### config.mk
export PLATFORM = sky130hd
export DESIGN_NAME = line_rasterizer
export DESIGN_NICKNAME = d
export VERILOG_FILES = /design/src/rtl/lr_pkg.sv /design/src/rtl/lr_front.sv /design/src/rtl/lr_queue.sv /design/src/rtl/lr_walk.sv /design/src/rtl/line_rasterizer.sv
export SDC_FILE = /design/constraint.sdc
export NUM_CORES = 1
export LEC_CHECK = 0
export CAP_MARGIN = 40
export CORE_ASPECT_RATIO = 1.1
export CORE_UTILIZATION = 56
export CTS_CLUSTER_DIAMETER = 150
export DETAILED_ROUTE_END_ITERATION = 16
export DONT_BUFFER_PORTS = 1
export PLACE_DENSITY_LB_ADDON = 0.05
export SLEW_MARGIN = 0
export SYNTH_ARGS = -nofsm -noshare
export SYNTH_HDL_FRONTEND = slang
export SYNTH_SLANG_ARGS = --single-unit
### constraint.sdc
create_clock -name clk -period 14.05 [get_ports clk]
set_input_delay 2.81 -clock clk [delete_from_list [all_inputs] [get_ports clk]]
set_output_delay 2.81 -clock clk [all_outputs]
set_load 0.1 [all_outputs]
### src/rtl/lr_pkg.sv
`timescale 1ns / 1ps
`default_nettype none

package lr_pkg;

  localparam int COORD_W = 6;
  localparam int FRAME_W = 7;
  localparam int ERR_W   = 9;
  localparam int QUEUE_DEPTH = 2;

  localparam logic REG_FRAME_WIDTH  = 1'b0;
  localparam logic REG_FRAME_HEIGHT = 1'b1;

  typedef logic [COORD_W-1:0] coord_t;

  typedef struct packed {
    coord_t                    x0;
    coord_t                    y0;
    logic                      x_neg;
    logic                      y_neg;
    logic                      x_major;
    coord_t                    big;
    coord_t                    small_d;
    logic signed [ERR_W-1:0]   err;
  } lr_cmd_t;

  typedef struct packed {
    logic [FRAME_W-1:0] width;
    logic [FRAME_W-1:0] height;
  } lr_frame_t;

endpackage

`default_nettype wire

### src/rtl/lr_front.sv
`timescale 1ns / 1ps
`default_nettype none

module lr_front #(
  parameter int GRID_SIZE = 64
) (
  input  wire  logic          in_valid,
  output       logic          in_ready,
  input  wire  lr_pkg::coord_t in_start_x,
  input  wire  lr_pkg::coord_t in_start_y,
  input  wire  lr_pkg::coord_t in_end_x,
  input  wire  lr_pkg::coord_t in_end_y,
  output       logic          push,
  output       lr_pkg::lr_cmd_t cmd,
  input  wire  logic          queue_full
);
  import lr_pkg::*;

  localparam coord_t MAX_COORD = COORD_W'(GRID_SIZE - 1);

  coord_t x0, y0, x1, y1, ax, ay, big, small_d;
  logic   x_major;

  always_comb begin
    x0 = (in_start_x > MAX_COORD) ? MAX_COORD : in_start_x;
    y0 = (in_start_y > MAX_COORD) ? MAX_COORD : in_start_y;
    x1 = (in_end_x > MAX_COORD) ? MAX_COORD : in_end_x;
    y1 = (in_end_y > MAX_COORD) ? MAX_COORD : in_end_y;
    ax = (x1 >= x0) ? x1 - x0 : x0 - x1;
    ay = (y1 >= y0) ? y1 - y0 : y0 - y1;
    x_major = (ax >= ay);
    big     = x_major ? ax : ay;
    small_d = x_major ? ay : ax;
    cmd.x0      = x0;
    cmd.y0      = y0;
    cmd.x_neg   = (x1 < x0);
    cmd.y_neg   = (y1 < y0);
    cmd.x_major = x_major;
    cmd.big     = big;
    cmd.small_d = small_d;
    cmd.err     = $signed({2'b00, small_d, 1'b0}) - $signed({3'b000, big});
  end

  assign in_ready = !queue_full;
  assign push     = in_valid && !queue_full;

endmodule

`default_nettype wire

### src/rtl/lr_queue.sv
`timescale 1ns / 1ps
`default_nettype none

module lr_queue (
  input  wire  logic            clk,
  input  wire  logic            rst_n,
  input  wire  logic            push,
  input  wire  lr_pkg::lr_cmd_t push_cmd,
  output       logic            full,
  input  wire  logic            pop,
  output       logic            not_empty,
  output       lr_pkg::lr_cmd_t pop_cmd
);
  import lr_pkg::*;

  localparam int PTR_W = $clog2(QUEUE_DEPTH);

  lr_cmd_t            mem_r [QUEUE_DEPTH];
  logic [PTR_W-1:0]   wr_ptr_r, wr_ptr_nxt;
  logic [PTR_W-1:0]   rd_ptr_r, rd_ptr_nxt;
  logic [PTR_W:0]     count_r, count_nxt;

  assign full      = (count_r == (PTR_W+1)'(QUEUE_DEPTH));
  assign not_empty = (count_r != '0);
  assign pop_cmd   = mem_r[rd_ptr_r];

  always_comb begin
    wr_ptr_nxt = push ? wr_ptr_r + 1'b1 : wr_ptr_r;
    rd_ptr_nxt = pop ? rd_ptr_r + 1'b1 : rd_ptr_r;
    count_nxt  = count_r;
    if (push && !pop) begin
      count_nxt = count_r + 1'b1;
    end else if (pop && !push) begin
      count_nxt = count_r - 1'b1;
    end
  end

  always_ff @(posedge clk) begin
    if (push) begin
      mem_r[wr_ptr_r] <= push_cmd;
    end
  end

  always_ff @(posedge clk) begin
    if (!rst_n) begin
      wr_ptr_r <= '0;
      rd_ptr_r <= '0;
      count_r  <= '0;
    end else begin
      wr_ptr_r <= wr_ptr_nxt;
      rd_ptr_r <= rd_ptr_nxt;
      count_r  <= count_nxt;
    end
  end

endmodule

`default_nettype wire

### src/rtl/lr_walk.sv
`timescale 1ns / 1ps
`default_nettype none

module lr_walk (
  input  wire  logic             clk,
  input  wire  logic             rst_n,
  input  wire  logic             cmd_valid,
  input  wire  lr_pkg::lr_cmd_t  cmd,
  output       logic             pop,
  input  wire  lr_pkg::lr_frame_t frame,
  output       logic             out_valid,
  input  wire  logic             out_ready,
  output       lr_pkg::coord_t   out_pixel_x,
  output       lr_pkg::coord_t   out_pixel_y,
  output       logic             out_visible,
  output       logic             out_last
);
  import lr_pkg::*;

  typedef enum logic {
    ST_IDLE,
    ST_WALK
  } state_t;

  state_t                  state_r;
  lr_cmd_t                 cmd_r;
  coord_t                  x_r, y_r, cnt_r;
  logic signed [ERR_W-1:0] err_r;
  logic                    out_valid_r;
  coord_t                  px_r, py_r;
  logic                    vis_r, last_r;

  logic                    emit;
  logic [ERR_W-1:0]        inc, dec;
  logic signed [ERR_W-1:0] err_nxt;
  coord_t                  x_nxt, y_nxt, x_step, y_step;
  logic                    minor_step;

  assign pop  = (state_r == ST_IDLE) && cmd_valid;
  assign emit = (state_r == ST_WALK) && (!out_valid_r || out_ready);

  always_comb begin
    inc = {2'b00, cmd_r.small_d, 1'b0};
    dec = {2'b00, cmd_r.big - cmd_r.small_d, 1'b0};
    minor_step = (err_r >= 0);
    err_nxt = minor_step ? err_r - $signed(dec) : err_r + $signed(inc);
    x_step = cmd_r.x_neg ? x_r - 1'b1 : x_r + 1'b1;
    y_step = cmd_r.y_neg ? y_r - 1'b1 : y_r + 1'b1;
    if (cmd_r.x_major) begin
      x_nxt = x_step;
      y_nxt = minor_step ? y_step : y_r;
    end else begin
      y_nxt = y_step;
      x_nxt = minor_step ? x_step : x_r;
    end
  end

  always_ff @(posedge clk) begin
    if (!rst_n) begin
      state_r     <= ST_IDLE;
      out_valid_r <= 1'b0;
    end else begin
      if (emit) begin
        out_valid_r <= 1'b1;
      end else if (out_ready) begin
        out_valid_r <= 1'b0;
      end
      case (state_r)
        ST_IDLE: begin
          if (cmd_valid) begin
            cmd_r   <= cmd;
            x_r     <= cmd.x0;
            y_r     <= cmd.y0;
            err_r   <= cmd.err;
            cnt_r   <= cmd.big;
            state_r <= ST_WALK;
          end
        end
        ST_WALK: begin
          if (emit) begin
            px_r   <= x_r;
            py_r   <= y_r;
            vis_r  <= ({1'b0, x_r} < frame.width) && ({1'b0, y_r} < frame.height);
            last_r <= (cnt_r == '0);
            x_r    <= x_nxt;
            y_r    <= y_nxt;
            err_r  <= err_nxt;
            cnt_r  <= cnt_r - 1'b1;
            if (cnt_r == '0) begin
              state_r <= ST_IDLE;
            end
          end
        end
        default: begin
          state_r <= ST_IDLE;
        end
      endcase
    end
  end

  assign out_valid   = out_valid_r;
  assign out_pixel_x = px_r;
  assign out_pixel_y = py_r;
  assign out_visible = vis_r;
  assign out_last    = last_r;

endmodule

`default_nettype wire

### src/rtl/line_rasterizer.sv
`timescale 1ns / 1ps
`default_nettype none

// Bresenham line rasterizer for a GRID_SIZE by GRID_SIZE grid. Each accepted
// line command produces max(|dx|,|dy|)+1 pixel beats in walking order, the
// final one flagged by out_last; endpoint coordinates above GRID_SIZE-1 are
// saturated. The walk unit first loads a line from the queue, then emits one
// pixel per cycle unless out_ready stalls it, so that unit sets the rate. A
// two-entry command queue lets new commands be taken while a line is drawn.
// out_visible is clear when the pixel lies at or beyond the frame width or
// height set through the configuration port; write those only while idle.
module line_rasterizer #(
  parameter int GRID_SIZE = 64
) (
  input  wire  logic                           clk,
  input  wire  logic                           rst_n,
  input  wire  logic                           cfg_we,
  input  wire  logic                           cfg_index,
  input  wire  logic [lr_pkg::FRAME_W-1:0]     cfg_wdata,
  input  wire  logic                           in_valid,
  output       logic                           in_ready,
  input  wire  lr_pkg::coord_t                 in_start_x,
  input  wire  lr_pkg::coord_t                 in_start_y,
  input  wire  lr_pkg::coord_t                 in_end_x,
  input  wire  lr_pkg::coord_t                 in_end_y,
  output       logic                           out_valid,
  input  wire  logic                           out_ready,
  output       lr_pkg::coord_t                 out_pixel_x,
  output       lr_pkg::coord_t                 out_pixel_y,
  output       logic                           out_visible,
  output       logic                           out_last
);
  import lr_pkg::*;

  lr_frame_t frame_r;
  lr_cmd_t   push_cmd, pop_cmd;
  logic      push, pop, full, not_empty;

  always_ff @(posedge clk) begin
    if (!rst_n) begin
      frame_r.width  <= FRAME_W'(64);
      frame_r.height <= FRAME_W'(64);
    end else if (cfg_we) begin
      case (cfg_index)
        REG_FRAME_WIDTH:  frame_r.width  <= cfg_wdata;
        REG_FRAME_HEIGHT: frame_r.height <= cfg_wdata;
        default: ;
      endcase
    end
  end

  lr_front #(
    .GRID_SIZE (GRID_SIZE)
  ) u_front (
    .in_valid   (in_valid),
    .in_ready   (in_ready),
    .in_start_x (in_start_x),
    .in_start_y (in_start_y),
    .in_end_x   (in_end_x),
    .in_end_y   (in_end_y),
    .push       (push),
    .cmd        (push_cmd),
    .queue_full (full)
  );

  lr_queue u_queue (
    .clk       (clk),
    .rst_n     (rst_n),
    .push      (push),
    .push_cmd  (push_cmd),
    .full      (full),
    .pop       (pop),
    .not_empty (not_empty),
    .pop_cmd   (pop_cmd)
  );

  lr_walk u_walk (
    .clk         (clk),
    .rst_n       (rst_n),
    .cmd_valid   (not_empty),
    .cmd         (pop_cmd),
    .pop         (pop),
    .frame       (frame_r),
    .out_valid   (out_valid),
    .out_ready   (out_ready),
    .out_pixel_x (out_pixel_x),
    .out_pixel_y (out_pixel_y),
    .out_visible (out_visible),
    .out_last    (out_last)
  );

endmodule

`default_nettype wire
### Yosys cells after proc, flatten, opt, wreduce, memory -nomap -nowiden

Memory sizes are Yosys's and may differ from the RTL's. A register that Yosys moved wholly into a read port is not among the register bits.
Cells that the tools add are included.

* output and inout port bits: 16
* bits in writable memories: 72
* register bits: 76
* word-level logic and storage cells: 118
* memories kept: 1

* mux-type cells: 39
* $lt $le $gt $ge: 12
* reduce and logical (&&, ||, !) cells: 22
* eq/ne operators: 5
* bitwise logic cells: 2
* $add $sub $neg: 17

Memories
* u_queue.mem_r: depth 2, bits a word 36, read ports 1, clocked after memory_dff 1, wr ports 1, RTL line lr_queue.sv:18 `lr_cmd_t mem_r [QUEUE_DEPTH];`

Operators by type and width (number)
* $mux W6: 20
* $pmux W6 S2: 3
* $sub A6 B6 Y6: 5
* $mux W9: 3
* $gt A6 B6 Y1 const B: 4
* $ge A6 B6 Y1: 3
* $pmux W9 S2: 1
* $sub A6 B1 Y6 const B: 3
* $lt A6 B7 Y1: 2
* $add A6 B1 Y6 const B: 2
* $lt A6 B6 Y1: 2
* $add A9 B8 Y9: 1
* $ge A9 B1 Y1 const B: 1
* $mux W1: 9
* $reduce_and A3 Y1: 3
* $sub A9 B8 Y9: 1
* $reduce_and A4 Y1: 2
* $sub A7 B6 Y8: 1
* $logic_and A1 B1 Y1: 6
* $logic_not A6 Y1: 1
* $ne A3 B3 Y1 const B: 2
* $reduce_bool A2 Y1: 3
* $logic_not A1 Y1: 4
* $mux W2: 2
* 10 further kinds: 13

### Longest topological paths before layout

* word-level depth: 7
* gate-level depth with buffers: 27
* depth with buffers taken out: 25

### By module

A second synthesis with hierarchy kept.

* cells, all modules: 732
* area, all modules: 8594.5 um^2

By module, submodules not included
* lr_walk: seq. area each 1691.6 um^2, instances 1, area each 3439.5 um^2, cells each 291
* lr_queue: seq. area each 2262.2 um^2, instances 1, area each 2827.7 um^2, cells each 134
* lr_front: seq. area each 0.0 um^2, instances 1, area each 1784.2 um^2, cells each 251
* line_rasterizer: seq. area each 280.3 um^2, instances 1, area each 543.0 um^2, cells each 56

### Least setup slack after synthesis

No wires, ideal clock.

* path kind: input-to-reg
* from: input port in_start_x[0]
* to: memory u_queue.mem_r[0][6] (netlist name) (data pin)
* stages: 27
* path buffers: 4
* arrival time: 8081 ps
* setup slack: 5696 ps
* cell sequence: clkbuf_1 ha_1 fa_1 a21boi_0 o221ai_1 buf_2 mux2i_1 a221oi_1 o21ai_0 xnor2_1 inv_1 ha_1 a21o_1 a21o_1 a41oi_1 clkbuf_1 clkbuf_1 nor2_1 a21oi_1 xnor2_1 ha_1 a311oi_1 maj3_1 o21ai_1 maj3_1 a21oi_1 xor2_1

RTL lines
* start, declared: RTL line line_rasterizer.sv:22 `input wire lr_pkg::coord_t in_start_x,`
* end, declared: RTL line lr_queue.sv:18

==> summary.txt <==
=================================================================================================================
Status                                                                                                  completed
Highest net fanout along the worst path                                                                        22
Portion of the clock cycle consumed by the worst path in the final layout                                   0.609
Area after DPL                                                                                         8410 sq um
Syn Nets                                                                                                      856
Hold slack final                                                                                         0.467 ns
Die Footprint                                                                                         15200 sq um
N_diodes                                                                                                        0
Synth unique cells                                                                                             67
Multiplexer area fraction after synthesis                                                                  0.0571
Remaining antenna violation count                                                                               0
Aggregate global routing overflow                                                                               0
Number of hold buffers added after CTS                                                                          0
Count of instances resized after the clock tree is built                                                        0
Worst-Margin Slew                                                                                        0.933 ns
Final core area utilization                                                                                 0.625
HPWL after detailed placement                                                                        11600 microns
Number of max-slew violations in the final report                                                               0
Final standard cell area without fillers                                                               8990 sq um
Maximum single-stage delay on the critical path                                                           0.74 ns
Synthesis-stage register bit count                                                                            144
Vias post-DR                                                                                                 5218
Number of levels the H-tree was split into                                                                      4
Die X                                                                                                 118 microns
Kind of start point of the critical path                                                             primary input
Number of nets in the final layout                                                                            831
Crit. path cell count                                                                                          25
Floorplan die height                                                                                  129 microns
Slowest stage cell on the critical path                                                              sky130_fd_sc_hd__o221ai_1
Cell count of the worst reg-to-reg path                                                                        13
CTS tree                                                                                                     done
Setup Fix Bufs, Post-CTS                                                                                        0
Ranking of synthesized cells by area                                                                 sky130_fd_sc_hd__edfxtp_1 (45%), sky130_fd_sc_hd__ha_1 (9.5%), sky130_fd_sc_hd__dfxtp_1 (5.1%), sky130_fd_sc_hd__mux2i_1 (3.4%), sky130_fd_sc_hd__inv_1 (3.3%)
Kind of end point of the critical path                                                                   register
Class of the worst hold path                                                                           reg -> reg
Initial antenna violation count                                                                                 0
Top-level I/O count                                                                                            53
Root Buffer Master                                                                                   sky130_fd_sc_hd__clkbuf_16
Post-synthesis average cell area                                                                       11.0 sq um
Iteration count of the initial detailed-routing pass                                                            5
Placement Rows                                                                                                 46
Kind of cell with the highest combined delay on the critical path                                    compound AO/OA/AOI/OAI gates
Data arrival at the endpoint of the critical path                                                         8.70 ns
Dominant combinational cell family by area after synthesis                                           compound AO/OA/AOI/OAI gates
TritonCTS buffer count                                                                                         17
Arithmetic-cell share of the synthesized area counting full adders, half adders and majority gates          0.120
Total track usage                                                                                           0.222
Cell type with the largest total area after synthesis                                                sky130_fd_sc_hd__edfxtp_1
Compound-gate portion of the synthesized area                                                               0.123
Number of global-route vias before repair                                                                    5113
Filler cell count in the final layout                                                                        1183
Pwr per Cell Area                                                                                     234 nW/um^2
Setup Viol. Count Final                                                                                         0
Floorplan core area                                                                                   14400 sq um
Detailed Route Iter0 Violations                                                                               299
Final Skew                                                                                             0.00786 ns
P&R area growth vs syn                                                                                      8.91%
Worst-case clock buffer depth                                                                                   2
Share of Yosys cell area claimed by the top area cell type                                                  0.447
Count of warnings emitted by yosys                                                                              0
Final hold violation count                                                                                      0
Gate count of the mapped netlist                                                                              748
Top_reg_cell synth                                                                                   sky130_fd_sc_hd__edfxtp_1
Type of the worst setup path                                                                            in -> reg
Maximum capacitance violations                                                                                  0
Unrepaired setup endpoints after global routing                                                                no
Layout cells sized above 1                                                                                 0.0992
Global-route wire length before repair                                                               25800 microns
Worst EP required                                                                                        14.19 ns
Xor/xnor share of the synthesized area                                                                     0.0518
Clock-pin slew of the registers on the worst-case setup and hold paths                                    0.06 ns
Post-detailed-route via-to-cell ratio                                                                        5.62
Min-Delay Path Depth                                                                                            2
RePlAce Congestion                                                                                          0.849
TritonCTS sink count                                                                                          144
Post-synthesis simple-gate area fraction                                                                   0.0887
VDD IR-drop max                                                                                          0.112 mV
Area of the mapped netlist                                                                             8250 sq um
I/O Buffers                                                                                                     0
Maximum operating frequency                                                                               117 MHz
Sequential cell area fraction in the yosys report                                                           0.498
WL final                                                                                             16000 microns
Pin count of the biggest net entering global routing                                                           54
Initial core utilization                                                                                    0.574
Worst slew margin                                                                                           0.378
WL/cell                                                                                              17.2 microns
DRC errors left                                                                                                 0
Min Tclk post-route                                                                                       8.56 ns
Clk_lat worst skew                                                                                        0.42 ns
Proportion of register bits with asynchronous set or reset after synthesis                                      0
Most used cell, CP                                                                                   sky130_fd_sc_hd__ha_1
Critical path buffer and inverter count                                                                         4
Total negative slack for setup checks                                                                        0 ns
Post-synth EDFFs                                                                                              123
Leak pwr                                                                                                  3.58 nW
=================================================================================================================
layout make-up:
cell class	instances	area [sq um]	area share
tap	192	240	0.0267
clock buffer	21	440	0.0490
clock inverter	11	141	0.0157
multi-input combinational	475	3640	0.405
timing repair buffer	10	130	0.0145
inverter	75	282	0.0313
sequential	144	4120	0.458
final timing paths:
path                             startpoint                             to  slack [ns]
setup / recovery                in_end_x[0]  u_queue.mem_r[0][6]$_DFFE_PP_        5.49
hold / removal      frame_r[3]$_SDFFE_PN0P_        frame_r[3]$_SDFFE_PN0P_        0.47
setup reg to reg  u_walk.cmd_r[9]$_DFFE_PP_      u_walk.err_r[8]$_DFFE_PP_       10.66
hold reg to reg     frame_r[3]$_SDFFE_PN0P_        frame_r[3]$_SDFFE_PN0P_        0.47
metrics by stage:
stage | setup slack [ns] | instances | power, mW
2_1_floorplan | 5.70 | 748 | 1.45
3_5_place_dp | 5.13 | 896 | 1.66
5_1_grt | 5.04 | 928 | 2.25
4_1_cts | 5.55 | 928 | 2.12
6_report | 5.49 | 928 | 2.11
3_3_place_gp | 5.46 | 891 | 1.61
metal layers:
layer	vias up	wire [microns]	GRT usage	share of wire
met2	130	7550	0.363	0.47
met5	-	0	0	0
met1	2467	7460	0.289	0.47
met4	0	356	0.0950	0.022
met3	28	628	0.0480	0.039
li1	2593	-	-	-
cell families (layout without fill, tap and decap cells):
group                    Yosys count  count (layout)
adder cells (fa/ha/maj)           75              75
multiplexers                      45              45
AO/OA/AOI/OAI                    158             158
flip-flops                       144             144
buffers and inverters            129             117
XOR/XNOR                          48              48
AND/OR/NAND/NOR                  149             149
placed cells by master (no fill, tap or decap), types with 17 or more instances in the layout:
master and instances:
sky130_fd_sc_hd__edfxtp_1 123, sky130_fd_sc_hd__inv_1 73, sky130_fd_sc_hd__ha_1 63, sky130_fd_sc_hd__a21oi_1 53, sky130_fd_sc_hd__nand2_1 40, sky130_fd_sc_hd__nor2_1 37
sky130_fd_sc_hd__o21ai_0 30, sky130_fd_sc_hd__mux2i_1 28, sky130_fd_sc_hd__xnor2_1 25, sky130_fd_sc_hd__a21o_1 22, sky130_fd_sc_hd__xor2_1 22, sky130_fd_sc_hd__dfxtp_1 20
sky130_fd_sc_hd__mux2_2 17, sky130_fd_sc_hd__clkbuf_16 17
synth_stat cells (all sizes together), types with 10 or more instances:
cell / number
dfxtp: 21
inv: 75
xnor2: 25
a211oi: 10
o21ai: 34
a21o: 22
nand3: 16
nor2: 38
nor2b: 11
buf: 13
ha: 63
mux2: 17
mux2i: 28
a21oi: 53
clkbuf: 41
nand2: 41
xor2: 23
edfxtp: 123
state kept, by name, summed over array words and instances (netlist names), named ones only:
signal              count
u_queue.wr_ptr_r        1
u_walk.out_last         1
u_walk.out_pixel_y      6
u_queue.rd_ptr_r        1
u_walk.err_r            8
frame_r                14
u_walk.cmd_r           15
u_queue.count_r         2
u_walk.state_r          1
u_walk.out_valid        1
u_walk.x_r              6
u_walk.y_r              6
u_queue.mem_r          68
u_walk.cnt_r            6
u_walk.out_visible      1
u_walk.out_pixel_x      6
power breakdown:
part	internal (mW)	switching, mW
Sequential	0.680	0.109
Clock	0.278	0.169
Combinational	0.365	0.506
Total	1.32	0.784
worst register-to-register path, delay by kind of cell, from the launching register on:
family	cells	cell delay, ns
AOI/OAI and AO/OA	7	1.20
xor gates and xnor gates	1	0.16
adders and majority gates	3	0.95
buffers and inverters	1	0.08
DFF	1	0.45
muxes	1	0.26
No activity file was read; power rests on OpenSTA's default activity.
